**config.mk**
```make
export PLATFORM = sky130hd
export DESIGN_NAME = raw_moment_accumulator
export DESIGN_NICKNAME = d
export VERILOG_FILES = /design/src/design/rma_pkg.sv /design/src/design/rma_ctrl.sv /design/src/design/rma_dp.sv /design/src/design/raw_moment_accumulator.sv
export SDC_FILE = /design/constraint.sdc
export NUM_CORES = 1
export LEC_CHECK = 0
export ABC_AREA = 1
export BUFFER_PORTS_ARGS = -buffer_cell sky130_fd_sc_hd__buf_2
export CORE_ASPECT_RATIO = 0.8
export CORE_MARGIN = 2
export CORE_UTILIZATION = 60
export DETAILED_ROUTE_END_ITERATION = 10
export GPL_ROUTABILITY_DRIVEN = 1
export PLACE_DENSITY_LB_ADDON = 0.2
export SYNTH_ARGS = -nofsm -noshare
export SYNTH_HDL_FRONTEND = slang
export SYNTH_HIERARCHICAL = 1
export SYNTH_SLANG_ARGS = --single-unit
```
**constraint.sdc**
```tcl
create_clock -name clk -period 10.8 [get_ports clk]
set_input_delay 0.54 -clock clk [delete_from_list [all_inputs] [get_ports clk]]
set_output_delay 0.54 -clock clk [all_outputs]
set_load 0.03 [all_outputs]
```
**src/design/rma_pkg.sv**
```systemverilog
// shared types and constants for the raw moment accumulator
// used by rma_ctrl, rma_dp and raw_moment_accumulator; no dependencies
package rma_pkg;

  // sample format, signed q1.15
  localparam int SAMPLE_W = 16;
  localparam int FRAC_W   = 15;
  // a power of the sample keeps one extra bit so that +1.0 is exact
  localparam int POWER_W  = SAMPLE_W + 1;
  // quotient bits produced by the divider, enough for a magnitude of 1.0
  localparam int QUOT_W   = 16;
  localparam int QCNT_W   = $clog2(QUOT_W);

  localparam int ORDER_W  = 3;

  // configuration registers
  localparam int CFG_INDEX_W = 2;
  localparam int CFG_DATA_W  = 7;
  localparam int NSTR_W      = 7;
  localparam int NMOM_W      = 3;
  localparam logic [CFG_INDEX_W-1:0] CFG_NUM_STREAMS = 2'd0;
  localparam logic [CFG_INDEX_W-1:0] CFG_NUM_MOMENTS = 2'd1;
  localparam logic [NSTR_W-1:0] NUM_STREAMS_RST = 7'd3;
  localparam logic [NMOM_W-1:0] NUM_MOMENTS_RST = 3'd4;
  localparam int NUM_STREAMS_MIN = 3;

  // parameter defaults
  localparam int MAX_MOMENTS_DEF = 4;
  localparam int MAX_STREAMS_DEF = 64;

  typedef enum logic [2:0] {
    ST_IDLE,
    ST_ACC,
    ST_DLOAD,
    ST_DIV,
    ST_OUT
  } rma_state_t;

  typedef struct packed {
    logic acc_load;
    logic acc_step;
    logic div_load;
    logic div_step;
    logic out_load;
    logic out_last;
    logic sum_clear;
  } rma_cmd_t;

  typedef struct packed {
    logic out_free;
  } rma_sts_t;

endpackage

```
**src/design/rma_ctrl.sv**
```systemverilog
// sequencer for the raw moment accumulator: accumulate, divide, emit
// depends on rma_pkg; drives the commands of rma_dp
module rma_ctrl #(
  parameter int MAX_MOMENTS = rma_pkg::MAX_MOMENTS_DEF,
  parameter int MAX_STREAMS = rma_pkg::MAX_STREAMS_DEF,
  localparam int IW = (MAX_MOMENTS > 1) ? $clog2(MAX_MOMENTS) : 1,
  localparam int MW = $clog2(MAX_MOMENTS + 1),
  localparam int NW = $clog2(MAX_STREAMS + 1)
) (
  input  logic              clk,
  input  logic              rst,
  input  logic              s_tvalid,
  output logic              s_tready,
  input  logic [NW-1:0]     n_eff,
  input  logic [MW-1:0]     m_eff,
  input  rma_pkg::rma_sts_t sts,
  output rma_pkg::rma_cmd_t cmd,
  output logic [IW-1:0]     idx
);

  localparam int CW = (MAX_STREAMS > 1) ? $clog2(MAX_STREAMS) : 1;
  localparam int LW = ((IW + 1) > MW) ? (IW + 1) : MW;

  rma_pkg::rma_state_t state, state_next;
  logic [IW-1:0] idx_next;
  logic [rma_pkg::QCNT_W-1:0] bitcnt, bitcnt_next;
  logic [CW-1:0] count, count_next;

  logic [NW-1:0] count_inc;
  logic [LW-1:0] idx_inc;
  logic          run_last;
  logic          acc_done;

  assign count_inc = NW'(count) + NW'(1);
  assign idx_inc   = LW'(idx) + LW'(1);
  assign run_last  = (idx_inc == LW'(m_eff));
  assign acc_done  = (idx == IW'(MAX_MOMENTS - 1));

  always_ff @(posedge clk) begin
    if (rst) begin
      state  <= rma_pkg::ST_IDLE;
      idx    <= '0;
      bitcnt <= '0;
      count  <= '0;
    end else begin
      state  <= state_next;
      idx    <= idx_next;
      bitcnt <= bitcnt_next;
      count  <= count_next;
    end
  end

  always_comb begin
    state_next  = state;
    idx_next    = idx;
    bitcnt_next = bitcnt;
    count_next  = count;
    cmd         = '0;
    s_tready    = 1'b0;
    case (state)
      rma_pkg::ST_IDLE: begin
        s_tready = 1'b1;
        if (s_tvalid) begin
          cmd.acc_load = 1'b1;
          idx_next     = '0;
          state_next   = rma_pkg::ST_ACC;
        end
      end
      rma_pkg::ST_ACC: begin
        cmd.acc_step = 1'b1;
        if (acc_done) begin
          idx_next = '0;
          if (count_inc >= n_eff) begin
            count_next = '0;
            state_next = rma_pkg::ST_DLOAD;
          end else begin
            count_next = CW'(count_inc);
            state_next = rma_pkg::ST_IDLE;
          end
        end else begin
          idx_next = idx + IW'(1);
        end
      end
      rma_pkg::ST_DLOAD: begin
        cmd.div_load = 1'b1;
        bitcnt_next  = '0;
        state_next   = rma_pkg::ST_DIV;
      end
      rma_pkg::ST_DIV: begin
        cmd.div_step = 1'b1;
        bitcnt_next  = bitcnt + rma_pkg::QCNT_W'(1);
        if (bitcnt == rma_pkg::QCNT_W'(rma_pkg::QUOT_W - 1)) begin
          state_next = rma_pkg::ST_OUT;
        end
      end
      rma_pkg::ST_OUT: begin
        if (sts.out_free) begin
          cmd.out_load = 1'b1;
          cmd.out_last = run_last;
          if (run_last) begin
            cmd.sum_clear = 1'b1;
            idx_next      = '0;
            state_next    = rma_pkg::ST_IDLE;
          end else begin
            idx_next   = idx + IW'(1);
            state_next = rma_pkg::ST_DLOAD;
          end
        end
      end
      default: begin
        state_next = rma_pkg::ST_IDLE;
      end
    endcase
  end

`ifndef ASSERT_OFF
  // a result is never written over one that has not been taken
  a_out_free: assert property (@(posedge clk) disable iff (rst)
    cmd.out_load |-> sts.out_free)
    else $error("result register loaded while occupied");

  // the last result of a run returns the block to accepting samples
  a_run_end: assert property (@(posedge clk) disable iff (rst)
    (cmd.out_load && cmd.out_last) |=> (state == rma_pkg::ST_IDLE && s_tready))
    else $error("run did not end after last result");

  // accumulation of a sample always starts with the first power
  a_acc_start: assert property (@(posedge clk) disable iff (rst)
    (s_tvalid && s_tready) |=> (state == rma_pkg::ST_ACC && idx == '0))
    else $error("accumulation did not start at first power");
`endif

endmodule

```
**src/design/rma_dp.sv**
```systemverilog
// datapath: shared power multiplier, power sums, bit-serial divider, result register
// depends on rma_pkg; controlled by rma_ctrl
module rma_dp #(
  parameter int MAX_MOMENTS = rma_pkg::MAX_MOMENTS_DEF,
  parameter int MAX_STREAMS = rma_pkg::MAX_STREAMS_DEF,
  localparam int IW = (MAX_MOMENTS > 1) ? $clog2(MAX_MOMENTS) : 1,
  localparam int NW = $clog2(MAX_STREAMS + 1)
) (
  input  logic                                clk,
  input  logic                                rst,
  input  rma_pkg::rma_cmd_t                   cmd,
  output rma_pkg::rma_sts_t                   sts,
  input  logic [IW-1:0]                       idx,
  input  logic [NW-1:0]                       n_eff,
  input  logic signed [rma_pkg::SAMPLE_W-1:0] sample,
  output logic                                m_tvalid,
  input  logic                                m_tready,
  output logic [rma_pkg::SAMPLE_W-1:0]        m_tdata,
  output logic [rma_pkg::ORDER_W-1:0]         m_tuser,
  output logic                                m_tlast
);

  localparam int SW   = rma_pkg::SAMPLE_W;
  localparam int PW   = rma_pkg::POWER_W;
  localparam int QW   = rma_pkg::QUOT_W;
  localparam int FW   = rma_pkg::FRAC_W;
  localparam int PRW  = PW + SW;
  localparam int SUMW = ((MAX_STREAMS > 1) ? $clog2(MAX_STREAMS) : 1) + PW;
  localparam int DSW  = NW + QW - 1;
  localparam int DW   = (SUMW > DSW) ? SUMW : DSW;

  logic signed [SW-1:0]   smp;
  logic signed [PW-1:0]   pwr;
  logic signed [SUMW-1:0] sums [MAX_MOMENTS];
  logic [DW-1:0]          mag;
  logic [DW-1:0]          dsr;
  logic [QW-1:0]          quot;
  logic                   neg;

  logic signed [PRW-1:0]  prod;
  logic signed [PRW-1:0]  prod_adj;
  logic signed [PW-1:0]   pwr_next;
  logic signed [SUMW-1:0] sum_sel;
  logic                   ge;
  logic [QW:0]            quot_neg;
  logic [SW-1:0]          avg;

  // q1.15 product truncated toward zero
  assign prod     = PRW'(pwr) * PRW'(smp);
  assign prod_adj = prod + (prod[PRW-1] ? PRW'((1 << FW) - 1) : PRW'(0));
  assign pwr_next = prod_adj[FW+PW-1:FW];

  assign sum_sel  = sums[idx];
  assign ge       = (mag >= dsr);

  // signed average from magnitude quotient, saturated to q1.15 on both sides
  assign quot_neg = -{1'b0, quot};
  always_comb begin
    if (neg && quot[QW-1]) begin
      avg = {1'b1, {(SW-1){1'b0}}};
    end else if (neg) begin
      avg = quot_neg[SW-1:0];
    end else if (quot[QW-1]) begin
      avg = {1'b0, {(SW-1){1'b1}}};
    end else begin
      avg = SW'(quot);
    end
  end

  assign sts.out_free = !m_tvalid || m_tready;

  always_ff @(posedge clk) begin
    if (cmd.acc_load) begin
      smp <= sample;
      pwr <= PW'(sample);
    end else if (cmd.acc_step) begin
      pwr <= pwr_next;
    end
  end

  always_ff @(posedge clk) begin
    if (rst || cmd.sum_clear) begin
      for (int i = 0; i < MAX_MOMENTS; i++) begin
        sums[i] <= '0;
      end
    end else if (cmd.acc_step) begin
      sums[idx] <= sums[idx] + SUMW'(pwr);
    end
  end

  // restoring division of |sum| by the stream count, one quotient bit a cycle
  always_ff @(posedge clk) begin
    if (cmd.div_load) begin
      neg  <= sum_sel[SUMW-1];
      mag  <= DW'(sum_sel[SUMW-1] ? -sum_sel : sum_sel);
      dsr  <= DW'({n_eff, {(QW-1){1'b0}}});
      quot <= '0;
    end else if (cmd.div_step) begin
      if (ge) begin
        mag <= mag - dsr;
      end
      quot <= {quot[QW-2:0], ge};
      dsr  <= dsr >> 1;
    end
  end

  always_ff @(posedge clk) begin
    if (rst) begin
      m_tvalid <= 1'b0;
    end else if (cmd.out_load) begin
      m_tvalid <= 1'b1;
    end else if (m_tready) begin
      m_tvalid <= 1'b0;
    end
  end

  always_ff @(posedge clk) begin
    if (cmd.out_load) begin
      m_tdata <= avg;
      m_tuser <= rma_pkg::ORDER_W'({1'b0, idx} + (IW + 1)'(1));
      m_tlast <= cmd.out_last;
    end
  end

endmodule

```
**src/design/raw_moment_accumulator.sv**
```systemverilog
// top level of the raw moment accumulator: config registers, sequencer and datapath
// depends on rma_pkg, rma_ctrl and rma_dp
//
// Takes one signed q1.15 sample per transaction, one from each input stream in turn
// for the same position. Every sample and its successive powers (p1 = x,
// p(k+1) = p(k)*x truncated toward zero in q1.15, +1.0 kept exact) are added into
// MAX_MOMENTS running sums, one power per cycle through a single shared multiplier,
// so the input is held off until a sample's last power is added. Once num_streams
// samples are in, one result per configured moment goes out in increasing order:
// the sum divided by the stream count, truncated toward zero and saturated to q1.15,
// with tlast on the highest moment. The division is a restoring divider giving one
// quotient bit a cycle, so each result needs a load, one step per quotient bit and
// a hand-off to the output register, plus any output back-pressure; the input is
// held off during that phase and the sums are cleared with the last result. Settings
// out of range clamp: num_streams to 3..MAX_STREAMS, num_moments to 1..MAX_MOMENTS.
// Write registers only while the block is idle; the block does not enforce it.
module raw_moment_accumulator #(
  parameter int MAX_MOMENTS = rma_pkg::MAX_MOMENTS_DEF,
  parameter int MAX_STREAMS = rma_pkg::MAX_STREAMS_DEF
) (
  input  logic                                   clk,
  input  logic                                   rst,
  // input samples
  input  logic                                   s_tvalid,
  output logic                                   s_tready,
  input  logic [rma_pkg::SAMPLE_W-1:0]           s_tdata,   // [15:0] sample
  // results
  output logic                                   m_tvalid,
  input  logic                                   m_tready,
  output logic [rma_pkg::SAMPLE_W-1:0]           m_tdata,   // [15:0] moment_value
  output logic [rma_pkg::ORDER_W-1:0]            m_tuser,   // [2:0] moment_order
  output logic                                   m_tlast,   // last_of_run
  // register writes
  input  logic                                   cfg_valid,
  output logic                                   cfg_ready,
  input  logic [rma_pkg::CFG_INDEX_W-1:0]        cfg_index,
  input  logic [rma_pkg::CFG_DATA_W-1:0]         cfg_data
);

  localparam int IW  = (MAX_MOMENTS > 1) ? $clog2(MAX_MOMENTS) : 1;
  localparam int MW  = $clog2(MAX_MOMENTS + 1);
  localparam int NW  = $clog2(MAX_STREAMS + 1);
  localparam int NXW = (NW > rma_pkg::NSTR_W) ? NW : rma_pkg::NSTR_W;
  localparam int MXW = (MW > rma_pkg::NMOM_W) ? MW : rma_pkg::NMOM_W;

  logic [rma_pkg::NSTR_W-1:0] num_streams;
  logic [rma_pkg::NMOM_W-1:0] num_moments;
  logic [NXW-1:0]             ns_ext;
  logic [MXW-1:0]             nm_ext;
  logic [NW-1:0]              n_eff;
  logic [MW-1:0]              m_eff;

  rma_pkg::rma_cmd_t cmd;
  rma_pkg::rma_sts_t sts;
  logic [IW-1:0]     idx;

  // registers always take a write in the cycle it is offered
  assign cfg_ready = 1'b1;

  always_ff @(posedge clk) begin
    if (rst) begin
      num_streams <= rma_pkg::NUM_STREAMS_RST;
      num_moments <= rma_pkg::NUM_MOMENTS_RST;
    end else if (cfg_valid && cfg_ready) begin
      if (cfg_index == rma_pkg::CFG_NUM_STREAMS) begin
        num_streams <= cfg_data[rma_pkg::NSTR_W-1:0];
      end
      if (cfg_index == rma_pkg::CFG_NUM_MOMENTS) begin
        num_moments <= cfg_data[rma_pkg::NMOM_W-1:0];
      end
    end
  end

  // clamp settings to their usable ranges
  assign ns_ext = NXW'(num_streams);
  assign nm_ext = MXW'(num_moments);

  always_comb begin
    if (ns_ext < NXW'(rma_pkg::NUM_STREAMS_MIN)) begin
      n_eff = NW'(rma_pkg::NUM_STREAMS_MIN);
    end else if (ns_ext > NXW'(MAX_STREAMS)) begin
      n_eff = NW'(MAX_STREAMS);
    end else begin
      n_eff = NW'(ns_ext);
    end
  end

  always_comb begin
    if (nm_ext == '0) begin
      m_eff = MW'(1);
    end else if (nm_ext > MXW'(MAX_MOMENTS)) begin
      m_eff = MW'(MAX_MOMENTS);
    end else begin
      m_eff = MW'(nm_ext);
    end
  end

  // sequencer: one accumulate step per power, then divide and emit per moment
  rma_ctrl #(
    .MAX_MOMENTS (MAX_MOMENTS),
    .MAX_STREAMS (MAX_STREAMS)
  ) u_ctrl (
    .clk      (clk),
    .rst      (rst),
    .s_tvalid (s_tvalid),
    .s_tready (s_tready),
    .n_eff    (n_eff),
    .m_eff    (m_eff),
    .sts      (sts),
    .cmd      (cmd),
    .idx      (idx)
  );

  // multiplier, sums, divider and the output register
  rma_dp #(
    .MAX_MOMENTS (MAX_MOMENTS),
    .MAX_STREAMS (MAX_STREAMS)
  ) u_dp (
    .clk      (clk),
    .rst      (rst),
    .cmd      (cmd),
    .sts      (sts),
    .idx      (idx),
    .n_eff    (n_eff),
    .sample   (s_tdata),
    .m_tvalid (m_tvalid),
    .m_tready (m_tready),
    .m_tdata  (m_tdata),
    .m_tuser  (m_tuser),
    .m_tlast  (m_tlast)
  );

endmodule

```
# == Yosys cells after proc, flatten, opt, wreduce, memory -nomap -nowiden ==
# Memories as Yosys holds them, arrays and structs flattened. A register that Yosys moved wholly into a read port is not among the register bits.
# Index checks and enable logic that the tools add are counted.
# Widths: inputs -> output; s select.
# totals
word_cells,116
mem_bits_rw,92
memories,1
regBits,141
out_inout_bits,23
input_bits,30
# classes
eq_ne,12
muxes,50
n_reduce_logical,21
n_mul,1
add_sub_neg,9
order_cmp,5
# mem_list
name,words,width,rd,rd_clocked_by_memory_dff,write_ports,line_no,text
u_dp.sums,4,23,1,1,4,rma_dp.sv:34,logic signed [SUMW-1:0] sums [MAX_MOMENTS];
# op_table
op,count
$mux 23,5
$mux 22,2
$mux 17,2
$mul 17x16->33,1
$add 32x32->32,1
$mux 15,2
$mux 3,8
$add 23x17->23,1
$ge 23x22->1,1
$neg 23->23,1
$reduce_or 23->1,1
$sub 23x22->23,1
$mux 2,9
$mux 16,1
$neg 16->16,1
$mux 1,15
$pmux 3 s5,1
$mux 7,2
$reduce_and 2->1,5
$reduce_bool 2->1,5
$pmux 4 s2,1
$add 6x1->7 const B,1
$ge 7x7->1,1
$gt 7x7->1 const B,1
other kinds (24),29

# == Logic depth before layout (Yosys ltp) ==
# Gate-level depths: netlist of the first run.
# logic_depth
ltp_word,12
depth_mapped,43
depth_no_buf,40

# == By module ==
# Netlist of the first run, hierarchy kept.
# by_module_without_submodules
mod,cells_each,n_inst,area_per_inst_um2
rma_dp,2976,1,23557.6
rma_ctrl,158,1,1083.5
raw_moment_accumulator,80,1,524.3

# == Worst setup path after synthesis of the first run ==
# Ideal clock, no wire load.
# synth_timing
kind,reg2reg
startpoint,reg u_dp.pwr[16]
endpoint,reg u_dp.pwr[3] (data pin)
t_arrival_ns,6.973
synth_period_minus_slack_ns,7.227
slack_ns,3.573
t_required_ns,10.546
stages_incl_launch_ff,35
path_cell_list,edfxtp_1 > clkbuf_1 > clkbuf_1 > nand2_1 > inv_1 > fa_1 > fa_1 > fa_1 > fa_1 > fa_1 > inv_1 > fa_1 > inv_1 > ha_1 > nand2_1 > nor2_1 > nor3b_2 > nand2_1 > nand2_2 > nand2_4 > nand2_4 > buf_8 > ha_1 > nand2_1 > inv_1 > o211ai_1 > nand2_1 > nand2_1 > nand2_1 > nand2_1 > nand2_1 > a21oi_1 > nand2_1 > nand3_1 > nand2_1
# synth_via
elab_chain_len,5
# synth_lines
element,line_no,text
start: declaration,rma_dp.sv:33,logic signed [PW-1:0] pwr;
start signal: assignment,rma_dp.sv:75,pwr <= PW'(sample);
start signal: assignment,rma_dp.sv:77,pwr <= pwr_next;
$mul 17x16->33 *,rma_dp.sv:49,assign prod = PRW'(pwr) * PRW'(smp);
$mux 15,rma_dp.sv:50,assign prod_adj = prod + (prod[PRW-1] ? PRW'((1 << FW) - 1) : PRW'(0));
$add 32x32->32 *,rma_dp.sv:50,
$mux 17 *,rma_dp.sv:76,end else if (cmd.acc_step) begin
$mux 17 *,rma_dp.sv:73,if (cmd.acc_load) begin
# Every way passes the cells marked *; elsewhere a longest branch is shown, timed or not. The select of a mux whose other input is x is not followed.
# A chain may end at the register's enable or synchronous reset.

# == Worst setup path in the final report of the first run ==
# Ends and elaborated chain as after synthesis.

==> out/qor.yml, run 1 <==
outcome: "complete, no violations"
drv_cap: 0
cts_resized: 0
finalClockSkew_ps: 45.9
gp_congestion: 0.951
end_kind: "flip-flop"
synth-edff-count: 176
htreeDepth: 1
hold_depth: 1
core_area_mm2: 0.0417
synth_ff_type: "edfxtp_1"
synth_warnings: 6
floorplan.initialDensity_pct: 60.4
io_pins: 53
crit_required_ps: 11120
crit_arrival_ps: 8540
path_buf_inv: 4
max_clock_freq_mhz: 122
cts_num_sinks: 233
layout_common_cells: "745 x nand2_1, 713 x inv_1, 278 x fa_1, 269 x nor2_1, 176 x edfxtp_1"
grt_start_max_net_pins: 40
synth.avg_cell_area_um2: 7.83
synth_fp_nets: 3668
cts_root_buffer: "clkbuf_16"
hold_violations: 0
synth_area_mm2: 0.0252
dieWidth_um: 233
post_cts_buffers: 0
post-route-min-period_ps: 8220
synthCells: 3214
drive_above_1_share_pct: 7.80
grt.total_usage_pct: 31.8
slew_headroom_pct: 16.5
cts_buffers: 26
dieArea_mm2: 0.0436
dr_total_vias: 21200
grt_pass1_wl_mm: 109
r2r.worst_path.cells: 31
rsz0062_at_grt: "no"
ys_ff_latch: 233
clk_path_buf_depth: 3
cp_slowest_stage_delay_ps: 990
hpwl_mm: 51.8
slowest_stage: "edfxtp_1"
ctsHoldBuffers: 0
setup_tns_ps: 0
multi_input_area_mm2: 0.0155
nets: 3666
path_clk_slew_ps: 70
fin_crit_sh_pct: 76.1
drv_slew: 0
finalSetupViolations: 0
n_fill_cell: 3550
totalWireLength_mm: 67.4
cts_tree: "done"
crit_path_start_kind: "flip-flop"
dr.pass1.iters: 5
drc: 0
diodes: 0
area.sequential_mm2: 0.00643
die_y_um: 187
clk_latency_ps: 580
antenna_left: 0
antenna_found_initial: 1
yosysSeqAreaShare_pct: 25.5
cp_common_cell: "nand2_1"
worst_pin_slew_ps: 1250
cp_max_fo: 23
final_common_cell: "nand2_1"
crit_cells: 31
critPathKind: "flip-flop to flip-flop"
hold_class: "input port to flip-flop"
wl_per_cell_um: 17.8
drt-initial-drc-count: 1945
io_buffers: 51
synth_cell_types: 65
grt_pass1_vias: 20900
overflow: 0
async_flop_share_pct: 0
viasPerCell: 5.59
row_count: 67
area_growth_pct: 6.31
crit_family: "adder cells"
-- per-stage QoR --
step                      instances  util, %  instance area, µm²  setup slack [ps]  hold WS (ps)
final                          3784     64.2               26800              2580           158
after global routing           3784     64.2               26800              2130           156
after CTS                      3784     64.2               26800              2660           142
after detailed placement       3736     62.1               25900              2720           474
after global placement         3736     62.1               25900              2890           465
after floorplan                3214        -               25200              3570           432
-- cell families (layout without fill, tap and decap cells) --
logic type	count (synthesis)	count (layout)	synth area share (%)
simple gates	1301	1301	22.0
buf+inv	844	862	12.9
fa+ha+maj	424	424	29.4
compound gates	375	375	8.97
flops	233	233	25.5
xor+xnor	36	36	1.25
other cells	1	1	0.0149
-- path summary, 6_finish.rpt --
check	start	to	slack, ps
worst min register to register	ns_ext[0]	ns_ext[0]	490
worst min-delay path	s_tdata[11]	u_dp/smp[11]	160
worst max register to register	u_dp/pwr[16]	u_dp/pwr[3]	2580
worst max-delay path	u_dp/pwr[16]	u_dp/pwr[3]	2580
-- sequential cells by signal, summed over array words and instances (netlist names), 2 cells and up --
| name | flops |
|---|---|
| u_dp/dsr | 22 |
| u_dp/mag | 23 |
| u_ctrl/count | 6 |
| ns_ext | 7 |
| u_dp/quot | 16 |
| u_dp/m_tdata | 16 |
| u_dp/sums | 92 |
| u_dp/smp | 16 |
| u_ctrl/idx | 2 |
| u_dp/m_tuser | 3 |
| u_ctrl/bitcnt | 4 |
| nm_ext | 3 |
| u_ctrl/state | 3 |
| u_dp/pwr | 17 |
-- worst reg2reg max path, delay by kind of cell (launching register included) --
| kind | cells | cell delay (ps) |
|---|---|---|
| fa+ha+maj | 8 | 4300 |
| buf+inv | 4 | 320 |
| flops | 1 | 990 |
| simple gates | 17 | 1970 |
| compound gates | 2 | 410 |
-- per-layer routing --
layer,vias to the layer above,global-route usage [%],share of wire (%)
met2,943,46.6,42
li1,9929,-,-
met1,10200,47.6,44
met5,-,0,0
met4,0,8.30,2.5
met3,111,7.44,11
-- layout make-up --
| class | count | share of cell area (%) |
|---|---|---|
| Sequential cell | 233 | 24.0 |
| Clock buffer | 30 | 2.49 |
| Tap cell | 552 | 2.58 |
| Inverter | 734 | 10.3 |
| Multi-Input combinational cell | 2137 | 58.1 |
| Clock inverter | 18 | 0.776 |
| Timing Repair Buffer | 80 | 1.77 |
-- synthesized netlist by cell type (all sizes together), types with 4 or more instances --
cell type | n | area (µm²)
nor2 | 288 | 1160
edfxtp | 176 | 5290
o21ai | 93 | 469
nand2 | 769 | 2980
ha | 146 | 1830
a22oi | 5 | 37.5
o21bai | 9 | 67.6
nand3 | 114 | 576
a31oi | 24 | 209
a21oi | 149 | 776
o22ai | 43 | 269
a22o | 19 | 166
dfxtp | 57 | 1140
o211ai | 5 | 37.5
clkbuf | 91 | 342
buf | 19 | 136
clkinv | 5 | 18.8
nand4 | 21 | 138
nor4 | 5 | 31.3
inv | 729 | 2740
o21a | 4 | 30.0
or2 | 47 | 294
a21o | 4 | 30.0
xor2 | 19 | 166
xnor2 | 17 | 149
nor3 | 41 | 243
nand3b | 10 | 75.1
fa | 278 | 5570
o31ai | 4 | 30.0
Power of run 1 is left out: the tool's default activity adds up to more than one toggle a clock period on the data nets, which glitch-free logic cannot reach.
==> run 2, diff against run 1 <==
clock period = 8.5 ns   (was 10.8 ns; I/O delays follow)
==> out/qor.yml, run 2 (synthesized netlist as in run 1, its figures left out) <==
dieArea_mm2: 0.0436  # unchanged
path_clk_slew_ps: 70  # about the same
htreeDepth: 1  # unchanged
drive_above_1_share_pct: 8.27  # +0.47 points
crit_required_ps: 8750  # -2370 ps
cts_buffers: 26  # unchanged
place_area_mm2: 0.0259  # +0.26%
cts_resized: 0  # unchanged
crit_path_start_kind: "flip-flop"
wl_per_cell_um: 18.0  # +1.2%
cts_num_sinks: 233  # unchanged
largestRegisters: "u_dp/sums x92, u_dp/mag x23, u_dp/dsr x22"
row_count: 67  # unchanged
drv_cap: 0  # unchanged
fin_crit_sh_pct: 93.0  # +17 points
io_buffers: 51  # unchanged
viasPerCell: 5.61  # +0.33%
grt.total_usage_pct: 32.3  # +0.47 points
hold_class: "input port to flip-flop"
rsz0062_at_grt: "no"
hold_violations: 0  # unchanged
clk_latency_ps: 550  # -30 ps
antenna_found_initial: 0  # -1
antenna_left: 0  # unchanged
cp_slowest_stage_delay_ps: 970  # -20 ps
finalClockSkew_ps: 25.3  # -20.6 ps
setup_tns_ps: 0  # unchanged
gp_congestion: 1.00  # +5.6%
slowest_stage: "fa_1"
core_area_mm2: 0.0417  # unchanged
floorplan.initialDensity_pct: 60.4  # unchanged
outcome: "complete, no violations"
grt_start_max_net_pins: 40  # unchanged
final_common_cell: "nand2_1"
nets: 3675  # +0.25%
n_fill_cell: 3565  # +0.42%
hold_depth: 1  # unchanged
finalSetupViolations: 0  # unchanged
drc: 0  # unchanged
layout_common_cells: "745 x nand2_1, 713 x inv_1, 278 x fa_1, 269 x nor2_1, 176 x edfxtp_1"
hold_start: "s_tdata[15]"
r2r.worst_path.cells: 27  # -13%
end_kind: "flip-flop"
dr.pass1.iters: 6  # +1
ctsHoldBuffers: 0  # unchanged
ff2ff_setup_slack_ps: 590  # -1990 ps
slew_headroom_pct: 18.8  # +2.3 points
dieWidth_um: 233  # unchanged
area_growth_pct: 6.77
clk_path_buf_depth: 3  # unchanged
post-route-min-period_ps: 7910  # -310 ps
r2r-start: "u_dp/pwr[16]"
io_pins: 53  # unchanged
regMostFlops: "u_dp/sums"
grt_pass1_wl_mm: 110  # +1.6%
worst_pin_slew_ps: 1220  # -35.1 ps
dr_total_vias: 21300  # +0.57%
post_cts_buffers: 0  # unchanged
cp_max_fo: 17  # -26%
largest_register_ffs: 92  # unchanged
r2r_end: "u_dp/pwr[7]"
hpwl_mm: 54.2  # +4.6%
die_y_um: 187  # unchanged
worst_slack_ps: 592  # -1990 ps
hold_end: "u_dp/smp[15]"
grt_pass1_vias: 20800  # -0.63%
overflow: 0  # unchanged
totalWireLength_mm: 68.4  # +1.4%
drv_slew: 0  # unchanged
fin_area_mm2: 0.0269  # +0.43%
critPathKind: "flip-flop to flip-flop"
cts_root_buffer: "clkbuf_16"
cts_tree: "done"
critPathLaunch: "u_dp/pwr[16]"
drt-initial-drc-count: 2102  # +8.1%
crit_arrival_ps: 8160  # -380 ps
max_clock_freq_mhz: 126  # +3.9%
diodes: 0  # unchanged
place_ws_ps: 709  # -2010 ps
run 2: cell count changes in the layout (fill, tap and decap cells not counted):
cell / previous run / this run
buf_4: 29 / 38
clkbuf_1: 4 / 0
clkinv_1: 10 / 7
clkinvlp_4: 2 / 5
clkbuf_16: 26 / 28
inv_6: 1 / 3
bufinv_16: 4 / 3
clkbuf_8: 0 / 1
run 2: worst max-delay path by stage:
stage | to | slack, ps | cells after the start
floorplan | u_dp/pwr[3] | 1270 | 34
global placement | u_dp/pwr[7] | 900 | 27
detailed placement | u_dp/pwr[7] | 710 | 29
CTS | u_dp/pwr[7] | 660 | 29
global route | u_dp/pwr[5] | 210 | 29
finish | u_dp/pwr[7] | 590 | 27
run 2: final cells by class:
type                       count  area, µm²  share of cell area, %
clock buffer                  29        714                   2.66
clock inverter                19        206                  0.768
sequential                   233       6430                   23.9
multi-input combinational   2137      15500                   57.8
inverter                     734       2760                   10.3
timing repair buffer          89        541                   2.01
tap                          552        691                   2.57
run 2: critical path, delay by kind of cell (launching register included):
kind | cells | cell delay (ps)
fa+ha+maj | 8 | 4460
compound gates | 2 | 370
simple gates | 13 | 1870
flops | 1 | 580
buf+inv | 4 | 290
run 2: routing by layer:
metal	part of all wire (%)	up-vias	global-route usage [%]
li1	-	9942	-
met1	46	10300	50.7
met2	41	959	45.1
met3	12	82	8.35
met4	1.9	0	6.20
met5	0	-	0
run 2: through the flow:
| step | cells | hold slack (ps) | util (%) |
|---|---|---|---|
| 3_3_place_gp | 3745 | 458 | 62.3 |
| 2_1_floorplan | 3214 | 432 | - |
| 6_report | 3793 | 59.2 | 64.5 |
| 3_5_place_dp | 3745 | 474 | 62.3 |
| 4_1_cts | 3793 | 42.5 | 64.5 |
| 5_1_grt | 3793 | 57.7 | 64.5 |
Power of run 2 is left out for the same reason.
